**src/hdl/lspc_pkg.sv**
```systemverilog
`default_nettype none

package lspc_pkg;

    localparam int MAX_POINTS   = 1024;
    localparam int IDX_W        = 11;
    localparam int PNUM_W       = 10;
    localparam int DIST_W       = 16;
    localparam int START_W      = 23;
    localparam int STEP_ANGLE_W = 20;
    localparam int HALVE_W      = 1;
    localparam int CFG_IDX_W    = 2;
    localparam int CFG_DATA_W   = 23;
    localparam int PROD_W       = 30;
    localparam int ANGLE_W      = 32;
    localparam int Z_W          = 32;
    localparam int GAIN_W       = 30;
    localparam int YINIT_W      = 46;
    localparam int XY_W         = 49;
    localparam int FRAC_W       = 30;
    localparam int POS_W        = 17;
    localparam int OUT_TDATA_W  = 48;

    localparam int CORDIC_STEPS = 16;
    localparam int ITER_W       = 4;

    localparam int START_MIN    = -572958;
    localparam int START_MAX    = 1800000;
    localparam int ANGLE_LOW    = 800000;
    localparam int ANGLE_HIGH   = 1000000;
    localparam int ANGLE_MID    = 900000;
    localparam int INV_GAIN_Q30 = 652032874;
    localparam int OUT_LIMIT    = 65535;

    typedef enum logic [CFG_IDX_W-1:0] {
        REG_START_ANGLE    = 2'd0,
        REG_ANGLE_STEP     = 2'd1,
        REG_POINT_COUNT    = 2'd2,
        REG_HALVE_DISTANCE = 2'd3
    } cfg_reg_t;

    typedef struct packed {
        logic              load;
        logic              mul;
        logic              add;
        logic              init;
        logic              rot;
        logic              emit;
        logic [ITER_W-1:0] iter;
    } cmd_t;

    typedef struct packed {
        logic go;
        logic hit;
    } status_t;

    // atan(2^-i) in 1e-4/256 degree units
    function automatic logic signed [Z_W-1:0] atan_lut(input logic [ITER_W-1:0] i);
        logic signed [Z_W-1:0] v;
        unique case (i)
            4'd0:    v = 32'sd115200000;
            4'd1:    v = 32'sd68006531;
            4'd2:    v = 32'sd35932783;
            4'd3:    v = 32'sd18240042;
            4'd4:    v = 32'sd9155416;
            4'd5:    v = 32'sd4582171;
            4'd6:    v = 32'sd2291645;
            4'd7:    v = 32'sd1145892;
            4'd8:    v = 32'sd572955;
            4'd9:    v = 32'sd286479;
            4'd10:   v = 32'sd143239;
            4'd11:   v = 32'sd71620;
            4'd12:   v = 32'sd35810;
            4'd13:   v = 32'sd17905;
            4'd14:   v = 32'sd8952;
            default: v = 32'sd4476;
        endcase
        return v;
    endfunction

endpackage

`default_nettype wire

```
**src/hdl/lspc_ctrl.sv**
```systemverilog
`default_nettype none

module lspc_ctrl (
    input  wire logic             clk,
    input  wire logic             rst_n,
    input  wire logic             s_tvalid,
    output logic                  s_tready,
    input  wire logic             m_tready,
    output logic                  m_tvalid,
    input  wire lspc_pkg::status_t status,
    output lspc_pkg::cmd_t        cmd
);
    import lspc_pkg::*;

    typedef enum logic [2:0] {
        ST_IDLE,
        ST_MUL,
        ST_ADD,
        ST_INIT,
        ST_ROT,
        ST_EMIT
    } state_t;

    state_t            state_reg;
    logic [ITER_W-1:0] iter_reg;
    logic              m_tvalid_reg;
    logic              out_free;

    assign out_free = !m_tvalid_reg || m_tready;
    assign s_tready = (state_reg == ST_IDLE);
    assign m_tvalid = m_tvalid_reg;

    always_comb
    begin
        cmd      = '0;
        cmd.load = (state_reg == ST_IDLE) && s_tvalid;
        cmd.mul  = (state_reg == ST_MUL);
        cmd.add  = (state_reg == ST_ADD);
        cmd.init = (state_reg == ST_INIT);
        cmd.rot  = (state_reg == ST_ROT);
        cmd.emit = (state_reg == ST_EMIT) && out_free;
        cmd.iter = iter_reg;
    end

    always_ff @(posedge clk or negedge rst_n)
    begin
        if (!rst_n)
        begin
            state_reg    <= ST_IDLE;
            iter_reg     <= '0;
            m_tvalid_reg <= 1'b0;
        end
        else
        begin
            if (cmd.emit)
                m_tvalid_reg <= 1'b1;
            else if (m_tready)
                m_tvalid_reg <= 1'b0;

            unique case (state_reg)
                ST_IDLE:
                begin
                    if (s_tvalid)
                        state_reg <= ST_MUL;
                end
                ST_MUL:
                begin
                    state_reg <= status.go ? ST_ADD : ST_IDLE;
                end
                ST_ADD:
                begin
                    state_reg <= ST_INIT;
                end
                ST_INIT:
                begin
                    iter_reg  <= '0;
                    state_reg <= status.hit ? ST_ROT : ST_IDLE;
                end
                ST_ROT:
                begin
                    iter_reg <= iter_reg + 1'b1;
                    if (iter_reg == ITER_W'(CORDIC_STEPS - 1))
                        state_reg <= ST_EMIT;
                end
                ST_EMIT:
                begin
                    if (out_free)
                        state_reg <= ST_IDLE;
                end
                default:
                begin
                    state_reg <= ST_IDLE;
                end
            endcase
        end
    end

endmodule

`default_nettype wire

```
**src/hdl/lspc_dp.sv**
```systemverilog
`default_nettype none

module lspc_dp (
    input  wire logic                                 clk,
    input  wire logic                                 rst_n,
    input  wire logic                                 cfg_we,
    input  wire logic [lspc_pkg::CFG_IDX_W-1:0]       cfg_index,
    input  wire logic [lspc_pkg::CFG_DATA_W-1:0]      cfg_data,
    input  wire logic [lspc_pkg::DIST_W-1:0]          s_tdata,
    input  wire logic                                 s_tuser,
    input  wire lspc_pkg::cmd_t                       cmd,
    output lspc_pkg::status_t                         status,
    output logic [lspc_pkg::OUT_TDATA_W-1:0]          m_tdata
);
    import lspc_pkg::*;

    logic signed [START_W-1:0]      start_angle_reg, start_angle_next;
    logic [STEP_ANGLE_W-1:0]        angle_step_reg, angle_step_next;
    logic [IDX_W-1:0]               point_count_reg, point_count_next;
    logic                           halve_reg, halve_next;
    logic [IDX_W-1:0]               point_index_reg, point_index_next;
    logic                           go_reg, go_next;
    logic [PNUM_W-1:0]              idx_reg, idx_next;
    logic [DIST_W-1:0]              dist_reg, dist_next;
    logic [PROD_W-1:0]              prod_reg, prod_next;
    logic [YINIT_W-1:0]             yinit_reg, yinit_next;
    logic signed [ANGLE_W-1:0]      angle_reg, angle_next;
    logic signed [XY_W-1:0]         x_reg, x_next;
    logic signed [XY_W-1:0]         y_reg, y_next;
    logic signed [Z_W-1:0]          z_reg, z_next;
    logic [OUT_TDATA_W-1:0]         tdata_reg, tdata_next;

    logic [IDX_W-1:0]               idx_cur;
    logic [IDX_W-1:0]               limit;
    logic                           in_range;
    logic                           start_ok;
    logic signed [XY_W-1:0]         xs, ys;
    logic signed [Z_W-1:0]          atan_v;
    logic signed [XY_W-1:0]         x_sum, y_sum;
    logic signed [POS_W-1:0]        x_pos, y_pos;

    function automatic logic signed [POS_W-1:0] clamp_pos(input logic signed [XY_W-FRAC_W-1:0] r);
        logic signed [POS_W-1:0] v;
        if (r > (XY_W-FRAC_W)'(OUT_LIMIT))
            v = POS_W'(OUT_LIMIT);
        else if (r < -(XY_W-FRAC_W)'(OUT_LIMIT))
            v = -POS_W'(OUT_LIMIT);
        else
            v = r[POS_W-1:0];
        return v;
    endfunction

    assign m_tdata    = tdata_reg;
    assign status.go  = go_reg;
    assign status.hit = (angle_reg > ANGLE_W'(ANGLE_LOW)) && (angle_reg < ANGLE_W'(ANGLE_HIGH));

    always_comb
    begin
        idx_cur  = s_tuser ? '0 : point_index_reg;
        limit    = (point_count_reg < IDX_W'(MAX_POINTS)) ? point_count_reg : IDX_W'(MAX_POINTS);
        in_range = (idx_cur < limit);
        start_ok = (int'(start_angle_reg) >= START_MIN) && (int'(start_angle_reg) <= START_MAX);
        xs       = x_reg >>> cmd.iter;
        ys       = y_reg >>> cmd.iter;
        atan_v   = atan_lut(cmd.iter);
        x_sum    = x_reg + (XY_W'(1) <<< (FRAC_W - 1));
        y_sum    = y_reg + (XY_W'(1) <<< (FRAC_W - 1));
        x_pos    = clamp_pos(x_sum[XY_W-1:FRAC_W]);
        y_pos    = clamp_pos(y_sum[XY_W-1:FRAC_W]);
    end

    always_comb
    begin
        start_angle_next = start_angle_reg;
        angle_step_next  = angle_step_reg;
        point_count_next = point_count_reg;
        halve_next       = halve_reg;
        point_index_next = point_index_reg;
        go_next          = go_reg;
        idx_next         = idx_reg;
        dist_next        = dist_reg;
        prod_next        = prod_reg;
        yinit_next       = yinit_reg;
        angle_next       = angle_reg;
        x_next           = x_reg;
        y_next           = y_reg;
        z_next           = z_reg;
        tdata_next       = tdata_reg;

        if (cfg_we)
        begin
            unique case (cfg_reg_t'(cfg_index))
                REG_START_ANGLE:    start_angle_next = cfg_data[START_W-1:0];
                REG_ANGLE_STEP:     angle_step_next  = cfg_data[STEP_ANGLE_W-1:0];
                REG_POINT_COUNT:    point_count_next = cfg_data[IDX_W-1:0];
                REG_HALVE_DISTANCE: halve_next       = cfg_data[HALVE_W-1];
                default:            halve_next       = halve_reg;
            endcase
        end

        if (cmd.load)
        begin
            point_index_next = in_range ? idx_cur + 1'b1 : idx_cur;
            go_next          = in_range && start_ok;
            idx_next         = idx_cur[PNUM_W-1:0];
            dist_next        = halve_reg ? (s_tdata >> 1) : s_tdata;
        end

        if (cmd.mul)
        begin
            prod_next  = PROD_W'(idx_reg) * PROD_W'(angle_step_reg);
            yinit_next = YINIT_W'(dist_reg) * YINIT_W'(INV_GAIN_Q30);
        end

        if (cmd.add)
            angle_next = ANGLE_W'(start_angle_reg) + ANGLE_W'(prod_reg);

        if (cmd.init)
        begin
            x_next = '0;
            y_next = XY_W'(yinit_reg);
            z_next = (angle_reg - ANGLE_W'(ANGLE_MID)) <<< 8;
        end

        if (cmd.rot)
        begin
            if (!z_reg[Z_W-1])
            begin
                x_next = x_reg - ys;
                y_next = y_reg + xs;
                z_next = z_reg - atan_v;
            end
            else
            begin
                x_next = x_reg + ys;
                y_next = y_reg - xs;
                z_next = z_reg + atan_v;
            end
        end

        if (cmd.emit)
            tdata_next = {{(OUT_TDATA_W - PNUM_W - 2*POS_W){1'b0}}, idx_reg, y_pos, x_pos};
    end

    always_ff @(posedge clk or negedge rst_n)
    begin
        if (!rst_n)
        begin
            start_angle_reg <= '0;
            angle_step_reg  <= STEP_ANGLE_W'(5000);
            point_count_reg <= IDX_W'(381);
            halve_reg       <= 1'b0;
            point_index_reg <= '0;
            go_reg          <= 1'b0;
        end
        else
        begin
            start_angle_reg <= start_angle_next;
            angle_step_reg  <= angle_step_next;
            point_count_reg <= point_count_next;
            halve_reg       <= halve_next;
            point_index_reg <= point_index_next;
            go_reg          <= go_next;
        end
    end

    always_ff @(posedge clk)
    begin
        idx_reg   <= idx_next;
        dist_reg  <= dist_next;
        prod_reg  <= prod_next;
        yinit_reg <= yinit_next;
        angle_reg <= angle_next;
        x_reg     <= x_next;
        y_reg     <= y_next;
        z_reg     <= z_next;
        tdata_reg <= tdata_next;
    end

endmodule

`default_nettype wire

```
**src/hdl/lidar_scan_polar_to_cartesian.sv**
```systemverilog
// Laser scanner polar-to-Cartesian point converter.
// Input stream: one distance sample per word, s_tuser high on the first
// sample of a scan. Output stream: one point per sample whose beam angle
// lies strictly between 80 and 100 degrees; other samples give no word.
// Configuration: cfg_we writes cfg_data into register cfg_index
// (0 start angle, 1 angle step, 2 point count, 3 halve distance).
// Sequence: a sample past the point count or under an invalid start angle
// frees the input after the MUL state, one outside the window after the MUL,
// ADD and INIT states, and a converted sample passes MUL, ADD, INIT, the
// 16 iterations of the single shared CORDIC rotator and EMIT before the
// result lands in the output register; only then is the next sample taken.
// The output register lets the next sample be taken while a point waits;
// a stalled receiver holds the block only when the next point is ready.
// Reset clears the point index, the output valid flag and loads the
// register defaults (start 0, step 5000, count 381, no halving).
`default_nettype none

module lidar_scan_polar_to_cartesian (
    input  wire logic                                 clk,
    input  wire logic                                 rst_n,
    input  wire logic                                 cfg_we,
    input  wire logic [lspc_pkg::CFG_IDX_W-1:0]       cfg_index,
    input  wire logic [lspc_pkg::CFG_DATA_W-1:0]      cfg_data,
    input  wire logic                                 s_tvalid,
    output logic                                      s_tready,
    input  wire logic [lspc_pkg::DIST_W-1:0]          s_tdata,   // distance
    input  wire logic                                 s_tuser,   // first_of_scan
    output logic                                      m_tvalid,
    input  wire logic                                 m_tready,
    output logic [lspc_pkg::OUT_TDATA_W-1:0]          m_tdata    // x_position, y_position, point_number
);
    import lspc_pkg::*;

    cmd_t    cmd;
    status_t status;

    lspc_ctrl u_ctrl (
        .clk      (clk),
        .rst_n    (rst_n),
        .s_tvalid (s_tvalid),
        .s_tready (s_tready),
        .m_tready (m_tready),
        .m_tvalid (m_tvalid),
        .status   (status),
        .cmd      (cmd)
    );

    lspc_dp u_dp (
        .clk       (clk),
        .rst_n     (rst_n),
        .cfg_we    (cfg_we),
        .cfg_index (cfg_index),
        .cfg_data  (cfg_data),
        .s_tdata   (s_tdata),
        .s_tuser   (s_tuser),
        .cmd       (cmd),
        .status    (status),
        .m_tdata   (m_tdata)
    );

`ifndef SYNTHESIS
    a_busy_after_accept: assert property (@(posedge clk) disable iff (!rst_n)
        (s_tvalid && s_tready) |=> !s_tready)
        else $error("input taken again right after a word");

    a_result_after_work: assert property (@(posedge clk) disable iff (!rst_n)
        $rose(m_tvalid) |-> $past(!s_tready))
        else $error("result appeared without a conversion in progress");

    a_x_clamped: assert property (@(posedge clk) disable iff (!rst_n)
        m_tvalid |-> (m_tdata[16:0] != 17'h10000 && m_tdata[33:17] != 17'h10000))
        else $error("position outside clamp range");
`endif

endmodule

`default_nettype wire

```
**config.mk**
```make
export PLATFORM = sky130hd
export DESIGN_NAME = lidar_scan_polar_to_cartesian
export DESIGN_NICKNAME = d
export VERILOG_FILES = /design/src/hdl/lspc_pkg.sv /design/src/hdl/lspc_ctrl.sv /design/src/hdl/lspc_dp.sv /design/src/hdl/lidar_scan_polar_to_cartesian.sv
export SDC_FILE = /design/constraint.sdc
export NUM_CORES = 2
export LEC_CHECK = 0
export BUFFER_PORTS_ARGS = -buffer_cell sky130_fd_sc_hd__buf_2
export CORE_ASPECT_RATIO = 0.9
export CORE_MARGIN = 5
export CORE_UTILIZATION = 58
export CTS_BUF_LIST = sky130_fd_sc_hd__clkbuf_8
export CTS_CLUSTER_SIZE = 28
export DETAILED_ROUTE_END_ITERATION = 10
export GPL_TIMING_DRIVEN = 0
export PLACE_DENSITY = 0.75
export SLEW_MARGIN = 20
export SYNTH_ARGS = -nofsm -noshare
export SYNTH_HDL_FRONTEND = slang
export SYNTH_SLANG_ARGS = --single-unit
```
**constraint.sdc**
```tcl
create_clock -name clk -period 11.39 [get_ports clk]
set_input_delay 2.8475 -clock clk [delete_from_list [all_inputs] [get_ports clk]]
set_output_delay 2.8475 -clock clk [all_outputs]
set_load 0.02 [all_outputs]
```
## After elaboration in Yosys (flattened, before gate mapping)

Memory sizes are Yosys's and may differ from the RTL's.
Index checks and enable logic that the tools add are counted.

- Output and inout port bits: 50
- Bits in read-only memories: 432
- Bits in registers: 382
- Input bits: 47
- Memories: 1

- Equal/unequal tests: 12
- Multiply operators: 2
- Shift-type cells: 2
- Reductions and logical operators: 18
- $add $sub $neg: 12
- Multiplexer cells: 24
- Order comparisons: 10

Memory list:

| name | depth | width | rd ports | clocked after Yosys merged registers in | write ports | RTL line | source |
|---|---|---|---|---|---|---|---|
| (name not given) | 16 | 27 | 1 | 0 | 0 | lspc_pkg.sv:60 | `unique case (i)` |

Operators with widths:

| operator | count |
|---|---|
| $mux 49 | 6 |
| $add 49x31->49 const B | 2 |
| $add 49x49->49 | 2 |
| $sshr 49x4->49 | 2 |
| $sub 49x49->49 | 2 |
| $mux 32 | 3 |
| $mul 16x29->45 const B | 1 |
| $gt 19x17->1 const B | 2 |
| $lt 19x17->1 const B | 2 |
| $mux 17 | 2 |
| $mux 11 | 3 |
| $add 23x31->32 | 1 |
| $add 32x32->32 | 1 |
| $gt 32x21->1 const B | 1 |
| $lt 32x21->1 const B | 1 |
| $sub 32x32->32 | 1 |
| $mul 10x20->30 | 1 |
| $sub 24x21->24 const B | 1 |
| $ge 23x21->1 const B | 1 |
| $le 23x22->1 const B | 1 |
| $pmux 3 s6 | 1 |
| $mux 15 | 1 |
| $mux 3 | 4 |
| $add 11x1->11 const B | 1 |
| 23 further kinds | 37 |

## Logic depth before layout (Yosys ltp)

- Depth after elaboration: 4
- Mapped depth: 33
- Gate-level depth less buffers: 25

## By module

Synthesis repeated with hierarchy kept, for this count alone.

- Cells, all modules: 5060
- Area, all modules: 47869.7 um^2

By module, submodules not included:

| module | area each (um^2) | cells each | times used |
|---|---|---|---|
| lspc_dp | 47449.3 | 5022 | 1 |
| lspc_ctrl | 420.4 | 38 | 1 |

## Worst setup path before layout

No wires, ideal clock.

- Kind: register to register
- Start: reg u_ctrl.iter_reg[0]
- End: reg u_dp.z_reg[30] (data pin)
- Setup slack: 4.841 ns
- Arrival: 6.281 ns
- Cell stages (with the launch flop): 31
- Required time: 11.121 ns
- Cells stage by stage: dfrtp_1 > buf_2 > buf_4 > inv_2 > buf_2 > buf_2 > buf_2 > buf_2 > buf_2 > buf_1 > clkbuf_1 > ha_1 > o21ai_0 > o21ai_0 > and3_1 > nand3_1 > nor3_1 > nor2_1 > xor2_1 > ha_1 > a21oi_1 > o21bai_1 > a2111oi_0 > nor3_1 > o31ai_1 > a31oi_1 > a211oi_1 > o21ai_0 > a21oi_1 > xor2_1 > o21ai_0

- Word-level cells in the longest chain between the ends: 4
- Elaborated cells on any way between the ends: 5
- Those cells by class: 2 x add/sub; 2 x mux; 1 x memory

RTL lines:

| item | RTL line | source |
|---|---|---|
| start: declaration | lspc_ctrl.sv:25 | `logic [ITER_W-1:0] iter_reg;` |
| start signal: assignment | lspc_ctrl.sv:81 | `iter_reg <= iter_reg + 1'b1;` |
| $mem_v2 16x27 (*) | -- |  |
| $sub 32x32->32 or $add 32x32->32 (tied branches) | lspc_dp.sv:131, lspc_dp.sv:137 |  |
| $mux 32 (*) | lspc_dp.sv:127 | `if (!z_reg[Z_W-1])` |
| $mux 32 (*) | lspc_dp.sv:125 | `if (cmd.rot)` |
| net u_dp.z_next[30] | lspc_dp.sv:30 | `logic signed [Z_W-1:0] z_reg, z_next;` |
| end signal: assignment | lspc_dp.sv:176 | `z_reg <= z_next;` |
| end: declaration | lspc_dp.sv:30 |  |

Mark *: on every way through the listed nets, which the timed path passes. The rest lies on a longest branch.
A chain may end at the register's enable or synchronous reset.

## Worst setup path after layout

- Start: reg u_ctrl.iter_reg[0]
- End: reg u_dp.x_reg[43] (data pin)

- Word-level cells in the longest chain between the ends: 4
- Elaborated cells on any way between the ends: 5
- Those cells by class: 2 x add/sub; 1 x shift; 2 x mux

RTL lines:

| item | RTL line | source |
|---|---|---|
| $sshr 49x4->49 (*) | lspc_dp.sv:64 | `ys = y_reg >>> cmd.iter;` |
| $sub 49x49->49 or $add 49x49->49 (tied branches) | lspc_dp.sv:129, lspc_dp.sv:135 |  |
| $mux 49 (*) | lspc_dp.sv:127 |  |
| $mux 49 (*) | lspc_dp.sv:125 |  |
| end signal: assignment | lspc_dp.sv:174 | `x_reg <= x_next;` |
| end: declaration | lspc_dp.sv:28 | `logic signed [XY_W-1:0] x_reg, x_next;` |

Mark *: on every way between the ends. The rest lies on a longest branch, timed or not.

==> reports/metrics.yaml <==
outcome:
  run_status: "finished, final reports clean"
synth:
  ys_top_cells_by_area: "edfxtp_1, fa_1, ha_1"
  synth.avg_cell_area_um2: 9.36
  synth_edf_count: 307
  syn_area_mm2: 0.0463
  async_flop_share_pct: 19.6
  ys_seq_area_share_pct: 24.0
  ys_types: 94
  synth_top_area_cell: "edfxtp_1"
  yosys_warnings: 0
  synth_ff_type: "edfxtp_1"
  syn_inst: 4943
  ys_ff_latch: 382
  synth_top_cell_area_share_pct: 19.9
worst_setup_path:
  crit_family: "buffers and inverters"
  crit_slowest_cell: "a211oi_1"
  rr_startpoint: "u_ctrl.iter_reg[0]"
  crit_path_start_kind: "flop"
  cp.depth: 26
  crit_fanout: 10
  critPathKind: "flop to flop"
  reg2reg_slack_ns: 1.82
  reg2reg_depth: 26
  r2r_end: "u_dp.x_reg[43]"
  cp.required_ns: 11.82
  crit_top_cell: "buf_2"
  end_kind: "flop"
  worstPathArrival_ns: 10.00
  crit_buf_inv: 11
  max_stage_delay_ns: 0.69
clock_tree:
  clk_latency_ns: 0.74
  cts_sinks: 382
  clk_pin_slew_ns: 0.07
  clock-root-buffer: "clkbuf_8"
  h-tree-depth: 3
  cts_tree: "built"
  hold_buffers: 0
  cts_setup_buffers: 0
  clockBufferDepth: 3
  cts_resized: 0
  cts_inserted_buffers: 71
timing:
  slew_viol_final: 0
  finalCriticalPeriod_ns: 9.57
  fmax_ghz: 0.105
  tightest_slew_ns: 1.23
  setup_viol: 0
  whs_ns: 0.470
  tns_ns: 0
  period_share_pct: 84.0
  final.setup_skew_ns: 0.0543
  worst_slew_margin_rel_pct: 18.0
  rsz0062_at_grt: "no"
  finalHoldViolCount: 0
route:
  avgRoutedWirePerCell_um: 24.1
  drt-initial-drc-count: 3863
  viasPerCell: 6.19
  drcViolationCount: 0
  first_pass_iters: 6
  vias: 38600
  drt-total-wl_um: 150000
  ant_nets: 0
finish:
  layout_common_cells: "inv_1, nand2_1, ha_1, fa_1, a21oi_1"
  layout-drive-gt1-share_pct: 10.2
  nFillCells: 6681
  finalNetCount: 5900
  layout.cells.non_filler: 6230
  syn2layout_area_growth_pct: 7.61
  final_common_cell: "inv_1"
floorplan:
  rows: 98
  initial_core_util_pct: 58.3
  die_w_um: 308
  die-area_mm2: 0.0855
  io_pins: 97
  core_area_mm2: 0.0793
  die_h_um: 278
worst_hold_path:
  hold_class: "flop to flop"
  hp-start: "u_dp.go_reg"
  whs_endpoint: "u_dp.go_reg"
  hold_depth: 2
place:
  hpwl_um: 120000
  gp_congestion: 1.05
  dp_cells: 6100
  io_buffers: 92
global_route:
  grt_pass1_vias: 37500
  track_usage_pct: 34.5
  grt_overflow: 0
  antenna_found_initial: 5
  grt_pass1_wl_um: 227000
  grt_max_degree: 71
flow_run:
  maxCapViolCount: 0
through the flow:
step | setup WS, ns | util, % | area (um^2)
2_1_floorplan | 4.84 | - | 46300
3_3_place_gp | 2.12 | 60.6 | 48000
3_5_place_dp | 2.17 | 60.8 | 48200
4_1_cts | 2.11 | 62.7 | 49800
5_1_grt | 1.53 | 62.7 | 49800
6_report | 1.82 | 62.7 | 49800
metal layers:
metal	routed length [um]	track usage, %	part of all wire, %
met5	20	0	0.013
met3	12800	6.01	8.6
met2	66200	53.1	44
met1	62300	47.7	42
met4	8560	16.2	5.7
worst min-delay path, cell delays in order (launching register included):
cell and delay [ns]:
dfrtp_1 0.34, nand2_1 0.05, nand2_1 0.05
synth_stat cells, drive strengths merged, types with 101 or more instances:
| cell type | number |
|---|---|
| ha | 416 |
| a21oi | 310 |
| edfxtp | 307 |
| nor2 | 282 |
| inv | 511 |
| clkbuf | 159 |
| nand3 | 101 |
| mux2 | 112 |
| xnor2 | 222 |
| o21ai | 257 |
| a21o | 135 |
| and2 | 126 |
| nand2 | 500 |
| fa | 314 |
| xor2 | 159 |
cells by family (layout without fill, tap and decap cells):
| logic type | after synthesis | count (layout) | share of synthesized area (%) |
|---|---|---|---|
| simple gates | 1367 | 1367 | 14.1 |
| buf+inv | 754 | 987 | 6.53 |
| mux | 295 | 295 | 9.40 |
| xor+xnor | 381 | 381 | 7.21 |
| fa+ha+maj | 731 | 731 | 24.9 |
| flops | 382 | 382 | 24.0 |
| other cells | 1 | 5 | 0.00811 |
| compound gates | 1032 | 1032 | 13.8 |
worst max-delay path by stage:
stage / startpoint / to / slack, ns
after floorplan: u_ctrl.iter_reg[0] / u_dp.z_reg[30] / 4.84
after global placement: u_ctrl.iter_reg[0] / u_dp.x_reg[43] / 2.12
after detailed placement: u_ctrl.iter_reg[0] / u_dp.x_reg[43] / 2.17
final: u_ctrl.iter_reg[0] / u_dp.x_reg[43] / 1.82
after global routing: u_ctrl.iter_reg[3] / u_dp.y_reg[48] / 1.53
after CTS: u_ctrl.iter_reg[0] / u_dp.x_reg[43] / 2.11
cell type report:
cell class                      count  area [um^2]  share of cell area [%]
Antenna cell                        1         2.50                 0.00503
Buffer                            241         1100                    2.21
Clock buffer                       78         1070                    2.16
Clock inverter                     51          460                   0.925
Inverter                          513         1930                    3.88
Multi-Input combinational cell   3810        32100                    64.6
Sequential cell                   382        11100                    22.3
Tap cell                         1050         1310                    2.64
Timing Repair Buffer              104          633                    1.27
Power is left out: the tool's default activity adds up to more than one toggle a clock period on the data nets, which glitch-free logic cannot reach.
